===== src/sv/pll_pkg.sv =====
// Package with shared constants, codes and handshake types of the pooled linked list engine.
`timescale 1ns / 1ps

package pll_pkg;

  // Pool and list sizing.
  localparam int POOL_SIZE = 16;
  localparam int NUM_LISTS = 8;
  localparam int IDX_W     = $clog2(POOL_SIZE);
  localparam int LINK_W    = $clog2(POOL_SIZE + 1);
  localparam int STEP_W    = $clog2(POOL_SIZE + 1);
  localparam int LIST_W    = (NUM_LISTS > 1) ? $clog2(NUM_LISTS) : 1;
  localparam logic [LINK_W-1:0] NIL = LINK_W'(POOL_SIZE);

  // Field widths of the request and result items.
  localparam int FUNC_W      = 3;
  localparam int VALUE_W     = 8;
  localparam int LID_W       = 3;
  localparam int STATUS_W    = 3;
  localparam int NODE_W      = 4;
  localparam int CNT_W       = 5;
  localparam int IN_TDATA_W  = 24;
  localparam int OUT_TDATA_W = 16;

  // Command codes.
  localparam logic [FUNC_W-1:0] FUNC_CREATE = 3'd0;
  localparam logic [FUNC_W-1:0] FUNC_APPEND = 3'd1;
  localparam logic [FUNC_W-1:0] FUNC_SEARCH = 3'd2;
  localparam logic [FUNC_W-1:0] FUNC_REMOVE = 3'd3;
  localparam logic [FUNC_W-1:0] FUNC_INSERT = 3'd4;

  // Status codes.
  localparam logic [STATUS_W-1:0] ST_OK       = 3'd0;
  localparam logic [STATUS_W-1:0] ST_FULL     = 3'd1;
  localparam logic [STATUS_W-1:0] ST_NOSLOT   = 3'd2;
  localparam logic [STATUS_W-1:0] ST_UNUSED   = 3'd3;
  localparam logic [STATUS_W-1:0] ST_NOTFOUND = 3'd4;

  typedef enum logic [2:0] {
    S_IDLE,
    S_CHECK,
    S_WALK,
    S_GRAB,
    S_LINK,
    S_UNLINK,
    S_FREE,
    S_DONE
  } state_e;

  // Commands from the controller to the datapath.
  typedef struct packed {
    logic                load_in;
    logic                walk_start;
    logic                walk_step;
    logic                tail_mode;
    logic                key_after;
    logic                grab;
    logic                grab_keep_next;
    logic                create_head;
    logic                link_new;
    logic                unlink;
    logic                free_node;
    logic                load_out;
    logic [STATUS_W-1:0] status;
  } cmd_t;

  // Status from the datapath to the controller.
  typedef struct packed {
    logic [FUNC_W-1:0] func;
    logic              used;
    logic              pool_empty;
    logic              slot_free;
    logic              walk_done;
    logic              walk_found;
  } stat_t;

endpackage


===== src/sv/pll_dp.sv =====
// Datapath of the pooled linked list engine: node stores, list heads, free list and walker.
`timescale 1ns / 1ps

module pll_dp (
  input  logic                               clk_i,
  input  logic                               rst_ni,
  input  logic [pll_pkg::IN_TDATA_W-1:0]     req_data_i,
  input  pll_pkg::cmd_t                      cmd_i,
  output pll_pkg::stat_t                     stat_o,
  output logic [pll_pkg::OUT_TDATA_W-1:0]    res_data_o
);

  // Latched request fields.
  logic [pll_pkg::FUNC_W-1:0]  func_q;
  logic [pll_pkg::VALUE_W-1:0] val_q;
  logic [pll_pkg::LID_W-1:0]   lid_q;
  logic [pll_pkg::VALUE_W-1:0] aft_q;

  // Walker state.
  logic [pll_pkg::LINK_W-1:0] cur_q, prev_q, nxt_q;
  logic [pll_pkg::STEP_W-1:0] steps_q;
  logic [pll_pkg::IDX_W-1:0]  idx_q;
  logic [pll_pkg::LID_W-1:0]  newid_q;

  // Pool state.
  logic [pll_pkg::LINK_W-1:0]  free_head_q;
  logic [pll_pkg::CNT_W-1:0]   count_q;
  logic [pll_pkg::LINK_W-1:0]  head_q [pll_pkg::NUM_LISTS];
  logic [pll_pkg::LINK_W-1:0]  link_q [pll_pkg::POOL_SIZE];
  logic [pll_pkg::POOL_SIZE-1:0] link_vld_q;
  logic [pll_pkg::VALUE_W-1:0] val_mem_q [pll_pkg::POOL_SIZE];

  logic [pll_pkg::OUT_TDATA_W-1:0] res_q;

  logic [pll_pkg::IDX_W-1:0]   rd_addr;
  logic [pll_pkg::LINK_W-1:0]  link_rd;
  logic [pll_pkg::VALUE_W-1:0] val_rd;
  logic [pll_pkg::VALUE_W-1:0] key;
  logic                        lid_ok;
  logic [pll_pkg::LIST_W-1:0]  lid_idx;
  logic [pll_pkg::LINK_W-1:0]  head_sel;
  logic                        used;
  logic                        pool_empty;
  logic                        slot_free;
  logic [pll_pkg::LIST_W-1:0]  slot;
  logic                        walk_done;
  logic                        walk_found;
  logic                        lw_en;
  logic [pll_pkg::IDX_W-1:0]   lw_addr;
  logic [pll_pkg::LINK_W-1:0]  lw_data;
  logic                        res_ok;

  // One read port shared by the walker and the allocator.
  assign rd_addr = cmd_i.grab ? free_head_q[pll_pkg::IDX_W-1:0] : cur_q[pll_pkg::IDX_W-1:0];
  assign link_rd = link_vld_q[rd_addr] ? link_q[rd_addr]
                                       : pll_pkg::LINK_W'(rd_addr) + pll_pkg::LINK_W'(1);
  assign val_rd  = val_mem_q[rd_addr];
  assign key     = cmd_i.key_after ? aft_q : val_q;

  assign lid_ok     = 32'(lid_q) < pll_pkg::NUM_LISTS;
  assign lid_idx    = lid_q[pll_pkg::LIST_W-1:0];
  assign head_sel   = head_q[lid_idx];
  assign used       = lid_ok && (head_sel < pll_pkg::NIL);
  assign pool_empty = (count_q >= pll_pkg::CNT_W'(pll_pkg::POOL_SIZE)) ||
                      (free_head_q >= pll_pkg::NIL);

  // Lowest unused list slot.
  always_comb begin
    slot_free = 1'b0;
    slot      = '0;
    for (int i = pll_pkg::NUM_LISTS - 1; i >= 0; i--) begin
      if (head_q[i] >= pll_pkg::NIL) begin
        slot_free = 1'b1;
        slot      = pll_pkg::LIST_W'(i);
      end
    end
  end

  // Walk termination: a tail walk stops at a null link, a search walk at a match or list end.
  always_comb begin
    if (cmd_i.tail_mode) begin
      walk_done  = (steps_q >= pll_pkg::STEP_W'(pll_pkg::POOL_SIZE)) ||
                   (link_rd >= pll_pkg::NIL);
      walk_found = 1'b1;
    end else if ((steps_q >= pll_pkg::STEP_W'(pll_pkg::POOL_SIZE)) ||
                 (cur_q >= pll_pkg::NIL)) begin
      walk_done  = 1'b1;
      walk_found = 1'b0;
    end else begin
      walk_done  = (val_rd == key);
      walk_found = walk_done;
    end
  end

  assign stat_o = '{func:       func_q,
                    used:       used,
                    pool_empty: pool_empty,
                    slot_free:  slot_free,
                    walk_done:  walk_done,
                    walk_found: walk_found};

  // Single write port of the link store.
  always_comb begin
    lw_en   = 1'b0;
    lw_addr = cur_q[pll_pkg::IDX_W-1:0];
    lw_data = pll_pkg::NIL;
    if (cmd_i.grab) begin
      lw_en   = 1'b1;
      lw_addr = free_head_q[pll_pkg::IDX_W-1:0];
      lw_data = cmd_i.grab_keep_next ? nxt_q : pll_pkg::NIL;
    end else if (cmd_i.link_new) begin
      lw_en   = 1'b1;
      lw_data = pll_pkg::LINK_W'(idx_q);
    end else if (cmd_i.unlink && (prev_q < pll_pkg::NIL)) begin
      lw_en   = 1'b1;
      lw_addr = prev_q[pll_pkg::IDX_W-1:0];
      lw_data = nxt_q;
    end else if (cmd_i.free_node) begin
      lw_en   = 1'b1;
      lw_data = free_head_q;
    end
  end

  always_ff @(posedge clk_i) begin
    if (lw_en) begin
      link_q[lw_addr] <= lw_data;
    end
    if (cmd_i.grab) begin
      val_mem_q[rd_addr] <= val_q;
    end
  end

  always_ff @(posedge clk_i or negedge rst_ni) begin
    if (!rst_ni) begin
      link_vld_q  <= '0;
      free_head_q <= '0;
      count_q     <= '0;
      for (int i = 0; i < pll_pkg::NUM_LISTS; i++) begin
        head_q[i] <= pll_pkg::NIL;
      end
    end else begin
      if (lw_en) begin
        link_vld_q[lw_addr] <= 1'b1;
      end
      if (cmd_i.grab) begin
        free_head_q <= (link_rd > pll_pkg::NIL) ? pll_pkg::NIL : link_rd;
        count_q     <= count_q + pll_pkg::CNT_W'(1);
        if (cmd_i.create_head) begin
          head_q[slot] <= free_head_q;
        end
      end
      if (cmd_i.unlink && (prev_q >= pll_pkg::NIL)) begin
        head_q[lid_idx] <= nxt_q;
      end
      if (cmd_i.free_node) begin
        free_head_q <= cur_q;
        if (count_q != '0) begin
          count_q <= count_q - pll_pkg::CNT_W'(1);
        end
      end
    end
  end

  assign res_ok = (cmd_i.status == pll_pkg::ST_OK);

  always_ff @(posedge clk_i) begin
    if (cmd_i.load_in) begin
      func_q  <= req_data_i[2:0];
      val_q   <= req_data_i[10:3];
      lid_q   <= req_data_i[13:11];
      aft_q   <= req_data_i[21:14];
      idx_q   <= '0;
      newid_q <= '0;
    end
    if (cmd_i.walk_start) begin
      cur_q   <= head_sel;
      prev_q  <= pll_pkg::NIL;
      steps_q <= cmd_i.tail_mode ? pll_pkg::STEP_W'(1) : '0;
    end
    if (cmd_i.walk_step) begin
      nxt_q <= link_rd;
      if (!walk_done) begin
        prev_q  <= cur_q;
        cur_q   <= link_rd;
        steps_q <= steps_q + pll_pkg::STEP_W'(1);
      end else if (walk_found && !cmd_i.tail_mode) begin
        idx_q <= cur_q[pll_pkg::IDX_W-1:0];
      end
    end
    if (cmd_i.grab) begin
      idx_q <= free_head_q[pll_pkg::IDX_W-1:0];
      if (cmd_i.create_head) begin
        newid_q <= pll_pkg::LID_W'(slot);
      end
    end
    if (cmd_i.load_out) begin
      res_q <= {1'b0,
                count_q,
                res_ok ? newid_q : pll_pkg::LID_W'(0),
                res_ok ? pll_pkg::NODE_W'(idx_q) : pll_pkg::NODE_W'(0),
                cmd_i.status};
    end
  end

  assign res_data_o = res_q;

endmodule


===== src/sv/pll_ctrl.sv =====
// Controller state machine of the pooled linked list engine.
`timescale 1ns / 1ps

module pll_ctrl (
  input  logic           clk_i,
  input  logic           rst_ni,
  input  logic           req_valid_i,
  output logic           req_ready_o,
  output logic           res_valid_o,
  input  logic           res_ready_i,
  input  pll_pkg::stat_t stat_i,
  output pll_pkg::cmd_t  cmd_o
);

  pll_pkg::state_e state_q, state_d;
  logic [pll_pkg::STATUS_W-1:0] status_q, status_d;
  logic res_valid_q;
  logic out_free;

  assign out_free = !res_valid_q || res_ready_i;

  // Next state and result status.
  always_comb begin
    state_d  = state_q;
    status_d = status_q;
    unique case (state_q)
      pll_pkg::S_IDLE: begin
        if (req_valid_i) begin
          state_d  = pll_pkg::S_CHECK;
          status_d = pll_pkg::ST_OK;
        end
      end
      pll_pkg::S_CHECK: begin
        unique case (stat_i.func) inside
          pll_pkg::FUNC_CREATE: begin
            if (stat_i.pool_empty) begin
              state_d  = pll_pkg::S_DONE;
              status_d = pll_pkg::ST_FULL;
            end else if (!stat_i.slot_free) begin
              state_d  = pll_pkg::S_DONE;
              status_d = pll_pkg::ST_NOSLOT;
            end else begin
              state_d = pll_pkg::S_GRAB;
            end
          end
          pll_pkg::FUNC_APPEND, pll_pkg::FUNC_INSERT: begin
            if (!stat_i.used) begin
              state_d  = pll_pkg::S_DONE;
              status_d = pll_pkg::ST_UNUSED;
            end else if (stat_i.pool_empty) begin
              state_d  = pll_pkg::S_DONE;
              status_d = pll_pkg::ST_FULL;
            end else begin
              state_d = pll_pkg::S_WALK;
            end
          end
          pll_pkg::FUNC_SEARCH, pll_pkg::FUNC_REMOVE: begin
            if (!stat_i.used) begin
              state_d  = pll_pkg::S_DONE;
              status_d = pll_pkg::ST_UNUSED;
            end else begin
              state_d = pll_pkg::S_WALK;
            end
          end
          default: begin
            state_d = pll_pkg::S_DONE;
          end
        endcase
      end
      pll_pkg::S_WALK: begin
        if (stat_i.walk_done) begin
          if (!stat_i.walk_found) begin
            state_d  = pll_pkg::S_DONE;
            status_d = pll_pkg::ST_NOTFOUND;
          end else begin
            unique case (stat_i.func) inside
              pll_pkg::FUNC_APPEND, pll_pkg::FUNC_INSERT: state_d = pll_pkg::S_GRAB;
              pll_pkg::FUNC_REMOVE:                       state_d = pll_pkg::S_UNLINK;
              default:                                    state_d = pll_pkg::S_DONE;
            endcase
          end
        end
      end
      pll_pkg::S_GRAB: begin
        state_d = (stat_i.func == pll_pkg::FUNC_CREATE) ? pll_pkg::S_DONE : pll_pkg::S_LINK;
      end
      pll_pkg::S_LINK:   state_d = pll_pkg::S_DONE;
      pll_pkg::S_UNLINK: state_d = pll_pkg::S_FREE;
      pll_pkg::S_FREE:   state_d = pll_pkg::S_DONE;
      pll_pkg::S_DONE: begin
        if (out_free) begin
          state_d = pll_pkg::S_IDLE;
        end
      end
      default: state_d = pll_pkg::S_IDLE;
    endcase
  end

  // Datapath commands.
  always_comb begin
    cmd_o                = '0;
    cmd_o.status         = status_q;
    cmd_o.tail_mode      = (stat_i.func == pll_pkg::FUNC_APPEND);
    cmd_o.key_after      = (stat_i.func == pll_pkg::FUNC_INSERT);
    cmd_o.create_head    = (stat_i.func == pll_pkg::FUNC_CREATE);
    cmd_o.grab_keep_next = (stat_i.func == pll_pkg::FUNC_INSERT);
    unique case (state_q)
      pll_pkg::S_IDLE:   cmd_o.load_in    = req_valid_i;
      pll_pkg::S_CHECK:  cmd_o.walk_start = (state_d == pll_pkg::S_WALK);
      pll_pkg::S_WALK:   cmd_o.walk_step  = 1'b1;
      pll_pkg::S_GRAB:   cmd_o.grab       = 1'b1;
      pll_pkg::S_LINK:   cmd_o.link_new   = 1'b1;
      pll_pkg::S_UNLINK: cmd_o.unlink     = 1'b1;
      pll_pkg::S_FREE:   cmd_o.free_node  = 1'b1;
      pll_pkg::S_DONE:   cmd_o.load_out   = out_free;
      default:           cmd_o.load_in    = 1'b0;
    endcase
  end

  always_ff @(posedge clk_i or negedge rst_ni) begin
    if (!rst_ni) begin
      state_q     <= pll_pkg::S_IDLE;
      status_q    <= pll_pkg::ST_OK;
      res_valid_q <= 1'b0;
    end else begin
      state_q  <= state_d;
      status_q <= status_d;
      if (cmd_o.load_out) begin
        res_valid_q <= 1'b1;
      end else if (res_ready_i) begin
        res_valid_q <= 1'b0;
      end
    end
  end

  assign req_ready_o = (state_q == pll_pkg::S_IDLE);
  assign res_valid_o = res_valid_q;

endmodule


===== src/sv/pooled_linked_list_engine.sv =====
// Top level of the pooled linked list engine: controller plus datapath behind stream ports.
// Flow: each request passes a check, then for append, insert, search and remove a walk
//   over the addressed list that visits up to 16 nodes, then any link updates.
// Requests are taken one at a time; the walk over the link store runs one node per
//   cycle through its single read port.
// Reset: rst_ni clears the pool to a full free list 0..15, all lists unused,
//   and drops any pending result; the controller leaves reset idle and ready.
`timescale 1ns / 1ps

module pooled_linked_list_engine (
  input  logic                               clk_i,
  input  logic                               rst_ni,
  // Request channel.
  input  logic                               s_axis_tvalid,
  output logic                               s_axis_tready,
  // Fields from bit 0 up: func[2:0], value[10:3], list_id[13:11], after_value[21:14],
  // zero pad[23:22].
  input  logic [pll_pkg::IN_TDATA_W-1:0]     s_axis_tdata,
  // Result channel.
  output logic                               m_axis_tvalid,
  input  logic                               m_axis_tready,
  // Fields from bit 0 up: status[2:0], node_index[6:3], new_list_id[9:7],
  // nodes_in_use[14:10], zero pad[15].
  output logic [pll_pkg::OUT_TDATA_W-1:0]    m_axis_tdata
);

  // The controller sequences each request through a check, an optional walk of the
  // addressed list, and the link updates; the datapath holds the stores and request fields.
  // Commands travel as one struct to the datapath, and its flags come back as another.
  pll_pkg::cmd_t  cmd;
  pll_pkg::stat_t stat;

  pll_ctrl u_ctrl (
    .clk_i       (clk_i),
    .rst_ni      (rst_ni),
    .req_valid_i (s_axis_tvalid),
    .req_ready_o (s_axis_tready),
    .res_valid_o (m_axis_tvalid),
    .res_ready_i (m_axis_tready),
    .stat_i      (stat),
    .cmd_o       (cmd)
  );

  // The result sits in an output register, so a finished result may wait for the
  // consumer while the controller returns to idle and accepts the next request.
  pll_dp u_dp (
    .clk_i      (clk_i),
    .rst_ni     (rst_ni),
    .req_data_i (s_axis_tdata),
    .cmd_i      (cmd),
    .stat_o     (stat),
    .res_data_o (m_axis_tdata)
  );

endmodule


===== config.mk =====
export PLATFORM = sky130hd
export DESIGN_NAME = pooled_linked_list_engine
export DESIGN_NICKNAME = d
export VERILOG_FILES = /design/src/sv/pll_pkg.sv /design/src/sv/pll_dp.sv /design/src/sv/pll_ctrl.sv /design/src/sv/pooled_linked_list_engine.sv
export SDC_FILE = /design/constraint.sdc
export NUM_CORES = 1
export LEC_CHECK = 0
export BUFFER_PORTS_ARGS = -buffer_cell sky130_fd_sc_hd__buf_2
export CAP_MARGIN = 10
export CELL_PAD_IN_SITES_DETAIL_PLACEMENT = 0
export CELL_PAD_IN_SITES_GLOBAL_PLACEMENT = 2
export CORE_ASPECT_RATIO = 1.4
export CORE_MARGIN = 1
export CORE_UTILIZATION = 35
export CTS_CLUSTER_DIAMETER = 60
export DETAILED_ROUTE_END_ITERATION = 8
export PLACE_DENSITY = 0.67
export SYNTH_ARGS = -nofsm -noshare
export SYNTH_HDL_FRONTEND = slang
export SYNTH_SLANG_ARGS = --single-unit

===== constraint.sdc =====
create_clock -name clk_i -period 3.8 [get_ports clk_i]
set_input_delay 0.19 -clock clk_i [delete_from_list [all_inputs] [get_ports clk_i]]
set_output_delay 0.19 -clock clk_i [all_outputs]
set_load 0.1 [all_outputs]

==> results.txt, run 1 <==
The run finished with clean final reports. The xor-xnor portion of the synthesized cell area came out at 0.8797%. For the pin with the worst max-slew slack, the measured transition is 987.1 ps.

The fraction of the mapped netlist area in simple logic gates is 13.29%. The number of cells on the worst reg-to-reg path is 12. Counting every net in the synthesized netlist gives 1,452. For the worst setup path, the data arrival time is 4090 ps. The number of global-route vias before repair came to 11,780. Cells with a size suffix above 1 make up 21.21% of the layout. The area fraction in compound gates after synthesis is 9.766%. The worst slew margin relative to its limit came out at 33.69%. The number of warnings reported in the yosys synthesis log is 0. After synthesis, the largest family of logic cells by area is multiplexers. The tightest min-delay check is of the input port to asynchronous set/reset pin type. The largest net degree at the start of global routing is 50. The die boundary height came out at 262.2 um. The die outline width came out at 187.9 um.

The startpoint identified for the worst register-to-register timing path is u_dp.func_q[1]$_DFFE_PP_. The register-to-register path setup slack came out at 130 ps. The share of async-settable or async-resettable flops after synthesis came out at 21.16%. IR analysis of the VDD net gives a maximum drop of 0.4221 mV. The wire length of the first global-routing pass is 74.88 mm.

The initial standard-cell utilization of the core came out at 35.33%. The placer congestion estimate came out at 0.8322. STA classifies the critical path startpoint as a flop.

After legalization and detailed placement, the total HPWL measured 34.81 mm. The total setup buffers inserted after CTS is 0. The initial antenna violation count came out at 0. The die footprint is 49,250 um2. The number of remaining DRC errors came out at 0. The total power of the final layout came out at 0.01746 W.

The number of CTS-inserted buffers came out at 37. The post-detailed-placement cell area is 18,550 um2. Setup repair after global routing left no endpoint under its margin.

The routed design could run at a clock period as short as 3667 ps. The relative area change from synthesis to final layout came out at 18.84%. Setup violations remaining at the end of the flow were counted as 0. The post-detailed-route count of antenna-violating nets came out at 0.

The clock-pin slew on the worst setup and hold paths is 60 ps. The critical-path maximum fanout came out at 14. Fill cells in the final layout number 4,499. Adding up every negative setup slack in the final design gives 0 ps.

The multi-input gate area in the final layout came out at 6616 um2. For this block, the initial DRC count from the detailed router was 849. The final standard cell area without fillers is 20,110 um2. The final period utilization is 96.49%. Among all flip-flop cells after synthesis, the most frequent one is sky130_fd_sc_hd__edfxtp_1.

The number of diodes added for antenna fixing came out at 0. 46 I/O pins were placed. For this block, the via count after detailed routing is 11,830. The final-report max-slew violation count came out at 0. The top achievable clock speed came out at 272.7 MHz. The proportion of synthesized area in mux cells came out at 14.36%. The path type of the worst setup path is flop to flop.

The cell sitting at the root of the clock tree is a sky130_fd_sc_hd__clkbuf_16. The number of buffer cells added on primary ports came out at 42. The number of buffers on the longest clock path came out at 3. The static leakage is 7.704 nW.

The routed wire length came out at 49.69 mm. The overflow left after global routing is 0. The power density over cell area came out at 867.9 nW/um2. The clock sink total is 345. The average wire per cell in the routed design is 22.44 um. The endpoint identified for the worst register-to-register timing path is u_ctrl.status_q[0]$_DFFE_PN0P_. The footprint of the flip-flops and latches came out at 9791 um2. The distinct cell type count after synthesis came out at 82. The total track usage is 20.39%. The clock tree from TritonCTS is yes. The net total in the final layout came out at 1,591. The placeable core region is 47,900 um2. After Yosys synthesis, full adders, half adders and majority gates account for 0.5914% of the synthesized area. Dividing the detail-routed via count by the number of cells gives 5.342.

The post-synthesis sequential area ratio came out at 57.81%. The cell area after synthesis came out at 16,920 um2. The floorplan has 95 rows. The number of max-capacitance violations reported is 0.

The mean area per synthesized cell is 11.95 um2. The first detailed-routing pass took 5 iterations. STA classifies the critical path endpoint as a flop. Yosys mapped a number of flops with a built-in enable equal to 250. The later-pin clock latency in the skew report is 540 ps.

The worst clock skew came out at 11.26 ps. The worst path setup slack after routing came out at 133.3 ps. The number of cells produced by synthesis came out at 1,416. The count of H-tree levels built during CTS came out at 2. The minimum hold slack is 257.1 ps. The post-synthesis register bit count is 345. The hold violation total from the final report came out at 0. Data on the critical path is required at its endpoint by 4220 ps. The minimum setup slack after placement is 6.974 ps.
## cells by family after synthesis
logic type | after synthesis
AOI/OAI and AO/OA | 248
xor gates and xnor gates | 17
adders and majority gates | 8
buffers and inverters | 123
DFF | 345
muxes | 187
other | 1
and+or+nand+nor | 487
## layout make-up
class / instances / share of cell area, %
clock inverter: 19 / 1.089
inverter: 32 / 0.5972
tap: 630 / 3.919
clock buffer: 49 / 5.337
sequential: 345 / 48.68
multi-input combinational: 948 / 32.89
timing repair buffer: 191 / 7.489
## worst max-delay path, cell delays in order, from the launching register on
cell and delay (ps):
sky130_fd_sc_hd__edfxtp_1 430, sky130_fd_sc_hd__nor3b_4 250, sky130_fd_sc_hd__buf_12 200, sky130_fd_sc_hd__mux2_2 390, sky130_fd_sc_hd__xnor2_1 150, sky130_fd_sc_hd__a211o_1 290, sky130_fd_sc_hd__a2111oi_2 390, sky130_fd_sc_hd__o211ai_1 190
sky130_fd_sc_hd__a211oi_4 350, sky130_fd_sc_hd__buf_4 210, sky130_fd_sc_hd__a21o_1 170, sky130_fd_sc_hd__o211a_4 200, sky130_fd_sc_hd__mux2_4 290
## how the worst max path moves through the flow
stage | slack (ps) | start | end
6_report | 130 | u_dp.func_q[1]$_DFFE_PP_ | u_ctrl.status_q[0]$_DFFE_PN0P_
5_1_grt | 10 | u_ctrl.state_q[1]$_DFF_PN0_ | u_ctrl.status_q[0]$_DFFE_PN0P_
4_1_cts | 60 | u_dp.cur_q[0]$_DFF_P_ | u_ctrl.status_q[0]$_DFFE_PN0P_
3_5_place_dp | 7 | u_ctrl.state_q[0]$_DFF_PN0_ | u_ctrl.status_q[0]$_DFFE_PN0P_
3_3_place_gp | 40 | u_ctrl.state_q[0]$_DFF_PN0_ | u_ctrl.status_q[0]$_DFFE_PN0P_
2_1_floorplan | 410 | u_ctrl.state_q[1]$_DFF_PN0_ | u_dp.idx_q[0]$_DFF_P_
## routing by layer
| layer | global-route usage, % | routed length [um] | up-vias |
|---|---|---|---|
| li1 | - | - | 5554 |
| met1 | 25.06 | 20690 | 5898 |
| met2 | 36.75 | 25380 | 284 |
| met3 | 2.097 | 1804 | 91 |
| met4 | 8.040 | 1811 | 0 |
| met5 | 0 | 0 | - |
## layout by cell type (no fill, tap or decap), types with 17 or more instances in the layout
master / synthesis / routed
sky130_fd_sc_hd__a21oi_1: 59 / 58
sky130_fd_sc_hd__a31oi_1: 17 / 17
sky130_fd_sc_hd__buf_2: 29 / 41
sky130_fd_sc_hd__buf_4: 5 / 116
sky130_fd_sc_hd__clkbuf_16: 0 / 39
sky130_fd_sc_hd__dfrtp_1: 65 / 62
sky130_fd_sc_hd__dfxtp_1: 22 / 20
sky130_fd_sc_hd__dlygate4sd3_1: 0 / 25
sky130_fd_sc_hd__edfxtp_1: 250 / 250
sky130_fd_sc_hd__inv_1: 29 / 29
sky130_fd_sc_hd__mux2i_1: 133 / 131
sky130_fd_sc_hd__mux4_2: 38 / 38
sky130_fd_sc_hd__nand2_1: 211 / 210
sky130_fd_sc_hd__nand3_1: 51 / 51
sky130_fd_sc_hd__nor2_1: 107 / 107
sky130_fd_sc_hd__nor3_1: 20 / 19
sky130_fd_sc_hd__o21ai_0: 73 / 69
sky130_fd_sc_hd__or2_2: 20 / 20
## Yosys cell counts, types with 6 or more instances
library cell                 n  area [um2]
sky130_fd_sc_hd__nand3_1    51       255.2
sky130_fd_sc_hd__mux4_2     38       855.8
sky130_fd_sc_hd__nand2_1   211       792.0
sky130_fd_sc_hd__a31oi_1    17       106.4
sky130_fd_sc_hd__nor3_1     20       100.1
sky130_fd_sc_hd__nor2b_1    12       75.07
sky130_fd_sc_hd__and2_1     13       81.33
sky130_fd_sc_hd__nand2b_1    6       37.54
sky130_fd_sc_hd__buf_2      29       145.1
sky130_fd_sc_hd__o21ai_0    73       365.4
sky130_fd_sc_hd__mux2i_1   133        1331
sky130_fd_sc_hd__inv_1      29       108.9
sky130_fd_sc_hd__clkbuf_1   34       127.6
sky130_fd_sc_hd__dfxtp_1    22       440.4
sky130_fd_sc_hd__or2_2      20       125.1
sky130_fd_sc_hd__dfstp_2     8       210.2
sky130_fd_sc_hd__mux2_2     10       112.6
sky130_fd_sc_hd__buf_1      18       67.56
sky130_fd_sc_hd__a311oi_1   10       87.58
sky130_fd_sc_hd__edfxtp_1  250        7507
sky130_fd_sc_hd__o211ai_1   10       75.07
sky130_fd_sc_hd__nand4_1     8       50.05
sky130_fd_sc_hd__nor4_1      7       43.79
sky130_fd_sc_hd__and3_1     10       62.56
sky130_fd_sc_hd__a211oi_1    9       67.56
sky130_fd_sc_hd__ha_1        8       100.1
sky130_fd_sc_hd__xnor2_1     9       78.83
sky130_fd_sc_hd__o22ai_1     6       37.54
sky130_fd_sc_hd__dfrtp_1    65        1627
sky130_fd_sc_hd__a21oi_1    59       295.3
sky130_fd_sc_hd__a22oi_1     6       45.04
sky130_fd_sc_hd__xor2_1      8       70.07
sky130_fd_sc_hd__nor2_1    107       401.6
sky130_fd_sc_hd__a21o_1      8       60.06
## where the power goes
group	switching (W)	leakage [nW]	internal, W
clock network	0.00155	0.627	0.00228
registers	0.000594	3.35	0.00507
logic	0.00499	3.73	0.00298
total	0.00713	7.70	0.0103
## what timing repair did
| item | 4_1_cts | 5_1_grt |
|---|---|---|
| endpoints found under the hold margin | 70 | 0 |
| gates resized for setup | 1 | 6 |
| hold buffers | 25 | 0 |
| pin swaps | 0 | 2 |
| endpoints found under the setup margin | 1 | 13 |
## per-stage QoR
step	util, %	cells
after CTS	41.95	2214
final	41.99	2214
after global routing	41.99	2214
after floorplan	-	1416
after global placement	38.73	2121
after detailed placement	38.73	2121
## registers in the layout, indices dropped and copies added (netlist names), 8 cells and up
signal,count
u_dp.aft_q,8
u_dp.head_q,40
u_dp.link_q,80
u_dp.link_vld_q,16
u_dp.res_data_o,15
u_dp.val_mem_q,128
u_dp.val_q,8
Power figures use the tool's default switching activity.
==> run 2, diff against run 1 <==
--- a/config.mk
+++ b/config.mk
@@ -5,7 +5,6 @@
 export SDC_FILE = /design/constraint.sdc
 export NUM_CORES = 1
 export LEC_CHECK = 0
-export BUFFER_PORTS_ARGS = -buffer_cell sky130_fd_sc_hd__buf_2
 export CAP_MARGIN = 10
 export CELL_PAD_IN_SITES_DETAIL_PLACEMENT = 0
 export CELL_PAD_IN_SITES_GLOBAL_PLACEMENT = 2
@@ -14,7 +13,8 @@
 export CORE_UTILIZATION = 35
 export CTS_CLUSTER_DIAMETER = 60
 export DETAILED_ROUTE_END_ITERATION = 8
-export PLACE_DENSITY = 0.67
+export DONT_BUFFER_PORTS = 1
+export PLACE_DENSITY = 0.66
 export SYNTH_ARGS = -nofsm -noshare
 export SYNTH_HDL_FRONTEND = slang
 export SYNTH_SLANG_ARGS = --single-unit
==> results.txt, run 2 (synthesis results as in run 1) <==
The number of diodes added for antenna fixing is 0 (unchanged). Most frequent cells in the layout: 250 x sky130_fd_sc_hd__edfxtp_1, 211 x sky130_fd_sc_hd__nand2_1, 133 x sky130_fd_sc_hd__mux2i_1 (was 250 x sky130_fd_sc_hd__edfxtp_1, 210 x sky130_fd_sc_hd__nand2_1, 131 x sky130_fd_sc_hd__mux2i_1). The register-to-register path setup slack is 160 ps (was 130 ps). The final standard cell utilization of the core was 41.50% (was 41.99%). The clock sink total is 345 (unchanged). The relative area change from synthesis to final layout came to 17.46% (was 18.84%). The count of TritonRoute iterations in the first routing pass came out at 5 (unchanged). The ratio of routed vias to standard cells is 5.299 (was 5.342).

The number of failing setup endpoints in the final timing report is 0 (unchanged). The initial standard-cell utilization of the core is 35.33% (unchanged). The start point of the critical path is u_ctrl.state_q[2]$_DFF_PN0_ (was u_dp.func_q[1]$_DFFE_PP_). The die footprint is 49,250 um2 (unchanged). The total setup buffers inserted after CTS was 0 (unchanged). The data required time at the worst endpoint was 4230 ps (was 4220 ps). The clock tree from TritonCTS is yes (unchanged). The final-report max-slew violation count is 0 (unchanged). The filler-free cell count of the finished design was 2,174 (was 2,214). The number of remaining DRC errors came out at 0 (unchanged). The die boundary height came to 262.2 um (unchanged).

The post-detailed-placement cell area is 18,350 um2 (was 18,550 um2). The number of max-capacitance violations reported is 0 (unchanged). The endpoint type of the worst setup path is a flop (unchanged). The number of buffers on the longest clock path came out at 3 (unchanged). The hold violation total from the final report came to 0 (unchanged). The path type of the worst setup path is flop to flop (unchanged). The top achievable clock speed came out at 274.8 MHz (was 272.7 MHz).

The destination of the worst register-to-register timing path is u_ctrl.status_q[0]$_DFFE_PN0P_ (unchanged). The final standard cell area without fillers was 19,880 um2 (was 20,110 um2). The post-detailed-route count of antenna-violating nets is 0 (unchanged). The accumulated negative setup slack came out at 0 ps (unchanged). The most common cell after layout, fill and taps aside is sky130_fd_sc_hd__edfxtp_1 (unchanged). The number of global-route vias before repair was 11,670 (was 11,780). The die outline width is 187.9 um (unchanged). The routed wire length came out at 48.90 mm (was 49.69 mm). The transition time of the tightest slew-check pin was 1265 ps (was 987.1 ps). The placeable core region came out at 47,900 um2 (unchanged). Run status: finished clean (unchanged). The layout cell share with drive strength beyond 1 came out at 18.72% (was 21.21%). Unrepaired setup endpoints after global routing: no (unchanged). The initial antenna violation count is 0 (unchanged). The via count came out at 11,520 (was 11,830).

The overflow left after global routing is 0 (unchanged). The count of H-tree levels built during CTS came out at 2 (unchanged). The wire length of the first global-routing pass is 73.66 mm (was 74.88 mm).

The worst ir drop on vdd is 0.3541 mV (was 0.4221 mV). The worst min-delay path category is input port to asynchronous set/reset pin (unchanged). The net total in the final layout came out at 1,551 (was 1,591). The final period utilization came out at 95.75% (was 96.49%). The static leakage came to 7.550 nW (was 7.704 nW). The average wire per cell in the routed design is 22.49 um (was 22.44 um). The end of the critical path is u_ctrl.status_q[0]$_DFFE_PN0P_ (unchanged). The number of flip-flops in the largest register is 128 (unchanged). Biggest regs: u_dp.val_mem_q x128, u_dp.link_q x80, u_dp.head_q x40 (unchanged). The total track usage is 20.06% (was 20.39%). The path depth of the worst reg2reg path came out at 12 (unchanged). The critical-path maximum fanout is 9 (was 14). The number of instances in the placed design was 2,080 (was 2,121). The later-pin clock latency in the skew report is 550 ps (was 540 ps). The clock tree root buffer cell is sky130_fd_sc_hd__clkbuf_16 (unchanged). The largest net degree at the start of global routing was 74 (was 50). The minimum hold slack was 218.0 ps (was 257.1 ps). The beginning of the worst register-to-register path is u_ctrl.state_q[2]$_DFF_PN0_ (was u_dp.func_q[1]$_DFFE_PP_). The data arrival time at the worst-slack endpoint is 4070 ps (was 4090 ps). The power density over cell area is 865.5 nW/um2 (was 867.9 nW/um2).

The register with the most flip-flops is u_dp.val_mem_q (unchanged). The number of placement rows is 95 (unchanged). The placer congestion estimate is 0.8224 (was 0.8322).

The initial DRC count is 784 (was 849). The number of CTS-inserted buffers is 37 (unchanged). The clock-pin slew on the worst setup and hold paths came out at 70 ps (was 60 ps). The number of top-level pins is 46 (unchanged).

The shortest clock period the worst path allows after layout is 3638 ps (was 3667 ps). The worst clock skew is 21.26 ps (was 11.26 ps). The detailed placer's ending HPWL came out at 34.72 mm (was 34.81 mm). The number of buffer cells added on primary ports came out at 0 (was 42). The worst slew margin relative to its limit came out at 15.08% (was 33.69%). The launching element type of the critical path is a flop (unchanged).
==> run 2: worst min-delay path by stage <==
stage                                           endpoint  slack [ps]
after floorplan           u_ctrl.res_valid_o$_DFFE_PN0P_        -110
after global placement    u_ctrl.status_q[1]$_DFFE_PN0P_        -100
after detailed placement       u_dp.head_q[15]$_DFF_PN0_        -100
after CTS                 u_ctrl.status_q[2]$_DFFE_PN0P_         220
after global routing      u_ctrl.status_q[2]$_DFFE_PN0P_         230
final                     u_ctrl.status_q[2]$_DFFE_PN0P_         220
==> run 2: area by class of cell <==
class / count / area (um2)
clock buffer: 47 / 1013
clock inverter: 21 / 236.5
fill: 4523 / 28020
inverter: 32 / 120.1
multi-input combinational: 948 / 6605
sequential: 345 / 9788
tap: 630 / 788.3
timing repair buffer: 151 / 1329
==> run 2: per-layer routing <==
layer,part of all wire [%],up-vias,GRT usage (%)
li1,-,5466,-
met1,42,5756,24.71
met2,51,230,35.86
met3,3.7,67,2.524
met4,3.3,0,7.565
met5,0,-,0
==> run 2: power by group <==
| part | leakage (nW) | internal (W) | switching, W | total (W) |
|---|---|---|---|---|
| clock network | 0.603 | 0.00213 | 0.00157 | 0.00370 |
| registers | 3.35 | 0.00507 | 0.00106 | 0.00613 |
| logic | 3.60 | 0.00293 | 0.00445 | 0.00738 |
| total | 7.55 | 0.0101 | 0.00708 | 0.0172 |
==> run 2: through the flow <==
stage	power, W	setup WS (ps)
6_report	0.01721	161.5
4_1_cts	0.01740	109.6
3_5_place_dp	0.01357	148.0
3_3_place_gp	0.01355	156.8
5_1_grt	0.01824	16.98
2_1_floorplan	0.01072	407.9
==> run 2: worst max-delay path, stage by stage (launching register included) <==
cell and delay, ps:
sky130_fd_sc_hd__dfrtp_1 460, sky130_fd_sc_hd__and4b_1 330, sky130_fd_sc_hd__buf_12 170, sky130_fd_sc_hd__mux4_2 500, sky130_fd_sc_hd__mux2i_1 280, sky130_fd_sc_hd__nor3_1 140, sky130_fd_sc_hd__o32ai_1 290, sky130_fd_sc_hd__nand2_1 130
sky130_fd_sc_hd__nor4_4 290, sky130_fd_sc_hd__buf_4 210, sky130_fd_sc_hd__a21o_1 150, sky130_fd_sc_hd__o211a_1 230, sky130_fd_sc_hd__mux2_4 310
==> run 2: what timing repair did <==
action	CTS	global route
hold endpoints to repair	97	0
hold buffers	26	0
resized for setup	0	1
endpoints found under the setup margin	0	1
==> run 3, diff against run 2 <==
--- a/config.mk
+++ b/config.mk
@@ -10,11 +10,11 @@
 export CELL_PAD_IN_SITES_GLOBAL_PLACEMENT = 2
 export CORE_ASPECT_RATIO = 1.4
 export CORE_MARGIN = 1
-export CORE_UTILIZATION = 35
+export CORE_UTILIZATION = 45
 export CTS_CLUSTER_DIAMETER = 60
 export DETAILED_ROUTE_END_ITERATION = 8
 export DONT_BUFFER_PORTS = 1
-export PLACE_DENSITY = 0.66
+export PLACE_DENSITY = 0.81
 export SYNTH_ARGS = -nofsm -noshare
 export SYNTH_HDL_FRONTEND = slang
 export SYNTH_SLANG_ARGS = --single-unit
==> results.txt, run 3 (synthesis results as in run 1) <==
The combinational share of power came to 42.9% (about the same). The count of TritonRoute iterations in the first routing pass came out at 7 (was 5). The die footprint is 38,400 um2 (was 49,250 um2). The net total in the final layout is 1,542 (was 1,551).

The number of failing setup endpoints in the final timing report was 0 (unchanged). The delay contributed by the slowest stage of the critical path came out at 500 ps (about the same). The number of buffers on the longest clock path was 3 (unchanged). The overflow left after global routing is 0 (unchanged). The critical-path maximum fanout was 9 (unchanged). The average wire per cell in the routed design came to 23.49 um (was 22.49 um). The path depth of the worst reg2reg path came to 13 (was 12).

The destination of the worst register-to-register timing path is u_ctrl.status_q[0]$_DFFE_PN0P_ (unchanged). The worst slew margin relative to its limit came out at 38.72% (was 15.08%). The static leakage was 7.500 nW (was 7.550 nW). The clock tree root buffer cell is sky130_fd_sc_hd__clkbuf_16 (unchanged). The filler-free cell count of the finished design came to 2,000 (was 2,174). The post-detailed-route count of antenna-violating nets is 0 (unchanged). The number of CTS-inserted buffers was 37 (unchanged). The register share of total power is 36.0% (was 35.6%).

The relative area change from synthesis to final layout was 15.81% (was 17.46%). The data required time at the worst endpoint came out at 4210 ps (was 4230 ps). The number of max-capacitance violations reported came out at 0 (unchanged). The number of instances in the placed design came out at 1,907 (was 2,080). The worst ir drop on vdd is 0.3768 mV (was 0.3541 mV).

The number of placement rows is 83 (was 95). Most frequent cells in the layout: 250 x sky130_fd_sc_hd__edfxtp_1, 211 x sky130_fd_sc_hd__nand2_1, 133 x sky130_fd_sc_hd__mux2i_1 (unchanged). The reported net switching power is 0.006962 W (was 0.007077 W). The data arrival time at the worst-slack endpoint is 4050 ps (was 4070 ps). The standard cell with the maximum stage delay on the critical path is sky130_fd_sc_hd__mux4_2 (unchanged).

The final standard cell area without fillers was 19,600 um2 (was 19,880 um2). The clock tree from TritonCTS was yes (unchanged). The power density over cell area came out at 869.5 nW/um2 (was 865.5 nW/um2).

The placeable core region came to 36,870 um2 (was 47,900 um2). The count of H-tree levels built during CTS came out at 2 (unchanged). The number of remaining DRC errors came to 2 (was 0).

The count of buffering cells on the critical path with inverters included is 3 (was 2). The shortest clock period the worst path allows after layout came out at 3635 ps (was 3638 ps). The initial DRC count is 888 (was 784). The launching element type of the critical path is a flop (unchanged). The number of global-route vias before repair came to 11,840 (was 11,670). The placer congestion estimate came out at 0.8838 (was 0.8224).

The number of logic stages on the critical path including buffering was 13 (was 12). The end of the critical path was u_ctrl.status_q[0]$_DFFE_PN0P_ (unchanged). The switching share of total power is 40.86% (was 41.13%). The layout cell share with drive strength beyond 1 is 18.00% (was 18.72%). The hold violation total from the final report came out at 0 (unchanged). The wire length of the first global-routing pass came out at 71.98 mm (was 73.66 mm). The post-detailed-placement cell area is 18,080 um2 (was 18,350 um2). The endpoint type of the worst setup path is a flop (unchanged). The most common cell after layout, fill and taps aside is sky130_fd_sc_hd__edfxtp_1 (unchanged).

The final-report max-slew violation count is 0 (unchanged). The final period utilization came to 95.67% (was 95.75%). The via count was 11,670 (was 11,520). Run status: finished, violations left (was finished clean). The part of the total power dissipated in the clock network is 21.2% (was 21.5%). The clock sink total came out at 345 (unchanged). The routed wire length came out at 46.98 mm (was 48.90 mm).

The number of top-level pins is 46 (unchanged). The die boundary height is 231.5 um (was 262.2 um). The largest net degree at the start of global routing is 74 (unchanged). The top achievable clock speed was 275.1 MHz (was 274.8 MHz). The clock-pin slew on the worst setup and hold paths is 60 ps (was 70 ps). The detailed placer's ending HPWL came out at 32.84 mm (was 34.72 mm). The worst clock skew is 10.86 ps (was 21.26 ps). The path type of the worst setup path is flop to flop (unchanged). The number of flip-flops in the largest register is 128 (unchanged).

The start point of the critical path is u_ctrl.state_q[0]$_DFF_PN0_ (was u_ctrl.state_q[2]$_DFF_PN0_). The internal power of the cells was 0.01008 W (was 0.01013 W). The later-pin clock latency in the skew report was 530 ps (was 550 ps). The ratio of routed vias to standard cells was 5.835 (was 5.299). The number of buffer cells added on primary ports came to 0 (unchanged).

The checks that failed: design-rule violations. The minimum hold slack is 163.8 ps (was 218.0 ps). The transition time of the tightest slew-check pin came out at 912.2 ps (was 1265 ps). The worst min-delay path category is input port to asynchronous set/reset pin (unchanged). The initial antenna violation count was 0 (unchanged).

The register-to-register path setup slack came out at 160 ps (about the same). The die outline width is 165.9 um (was 187.9 um). The accumulated negative setup slack is 0 ps (unchanged). The register with the most flip-flops is u_dp.val_mem_q (unchanged). Biggest regs: u_dp.val_mem_q x128, u_dp.link_q x80, u_dp.head_q x40 (unchanged). The total track usage came to 24.91% (was 20.06%).

The beginning of the worst register-to-register path was u_ctrl.state_q[0]$_DFF_PN0_ (was u_ctrl.state_q[2]$_DFF_PN0_). The number of diodes added for antenna fixing was 0 (unchanged). The dominant delay contributor by cell family on the critical path was compound AO/OA/AOI/OAI gates (was multiplexers). The initial standard-cell utilization of the core is 45.91% (was 35.33%). The worst path setup slack after routing came out at 164.5 ps (was 161.5 ps). The minimum setup slack after placement is 69.04 ps (was 148.0 ps). Cell-by-cell trace of the critical path: and4b_1, buf_12, mux4_2, mux2i_1, o211ai_1, a2111oi_2, o211ai_1, a211oi_4, buf_4, buf_4, nand2_1, o211a_1, mux2_4 (was and4b_1, buf_12, mux4_2, mux2i_1, nor3_1, o32ai_1, nand2_1, nor4_4, buf_4, a21o_1, o211a_1, mux2_4).
-- run 3: cell count changes in the layout (fill, tap and decap cells not counted), sizes merged --
cell,previous run,this run
buf,126,117
bufinv,3,2
clkbuf,47,51
clkinvlp,4,2
inv,36,33
-- run 3: layer usage --
layer  routed length, um  share of wire (%)  GRT usage (%)
met1               18940                 40          31.34
met2               24440                 52          44.53
met3                2105                4.5          2.783
met4                1500                3.2          8.528
met5                   0                  0              0
-- run 3: what timing repair did --
action                                 CTS  global route
hold buffers                            26             0
gates resized for setup                  0             6
buffers inserted                         0             1
endpoints found under the hold margin   97             0
setup endpoints to repair                0            17
-- run 3: power groups by stage --
stage	Clock, W	Sequential [W]	Combinational, W
6_report	0.00361	0.00613	0.00730
5_1_grt	0.00383	0.00621	0.00792
4_1_cts	0.00368	0.00612	0.00728
3_5_place_dp	0	0.00619	0.00720
3_3_place_gp	0	0.00617	0.00712
2_1_floorplan	0	0.00586	0.00486
-- run 3: final cells by class --
class | count | area [um2]
inverter | 32 | 120.1
clock buffer | 51 | 1071
sequential | 345 | 9791
clock inverter | 15 | 141.4
fill | 3129 | 17270
multi-input combinational | 948 | 6619
timing repair buffer | 142 | 1274
tap | 467 | 584.3
-- run 3: worst min-delay path by stage --
stage | startpoint | endpoint | slack [ps] | cells past startpoint
after floorplan | rst_ni | u_ctrl.res_valid_o$_DFFE_PN0P_ | -110 | 0
after global placement | rst_ni | u_dp.link_vld_q[15]$_DFFE_PN0P_ | -100 | 0
after detailed placement | rst_ni | u_dp.link_vld_q[15]$_DFFE_PN0P_ | -100 | 0
after CTS | rst_ni | u_dp.link_vld_q[15]$_DFFE_PN0P_ | 230 | 2
after global routing | rst_ni | u_dp.link_vld_q[15]$_DFFE_PN0P_ | 220 | 2
final | rst_ni | u_dp.link_vld_q[15]$_DFFE_PN0P_ | 160 | 2
-- run 3: metrics by stage --
step / util [%] / total power (W)
after floorplan: - / 0.01072
after global placement: 49.05 / 0.01329
after detailed placement: 49.05 / 0.01340
after CTS: 53.10 / 0.01709
after global routing: 53.16 / 0.01795
final: 53.16 / 0.01704
-- run 3: worst register-to-register path, delay by kind of cell, from the launching register on --
family          cells  cell delay [ps]
compound gates      5             1190
buf+inv             3              500
flops               1              480
mux                 3              990
simple gates        2              350
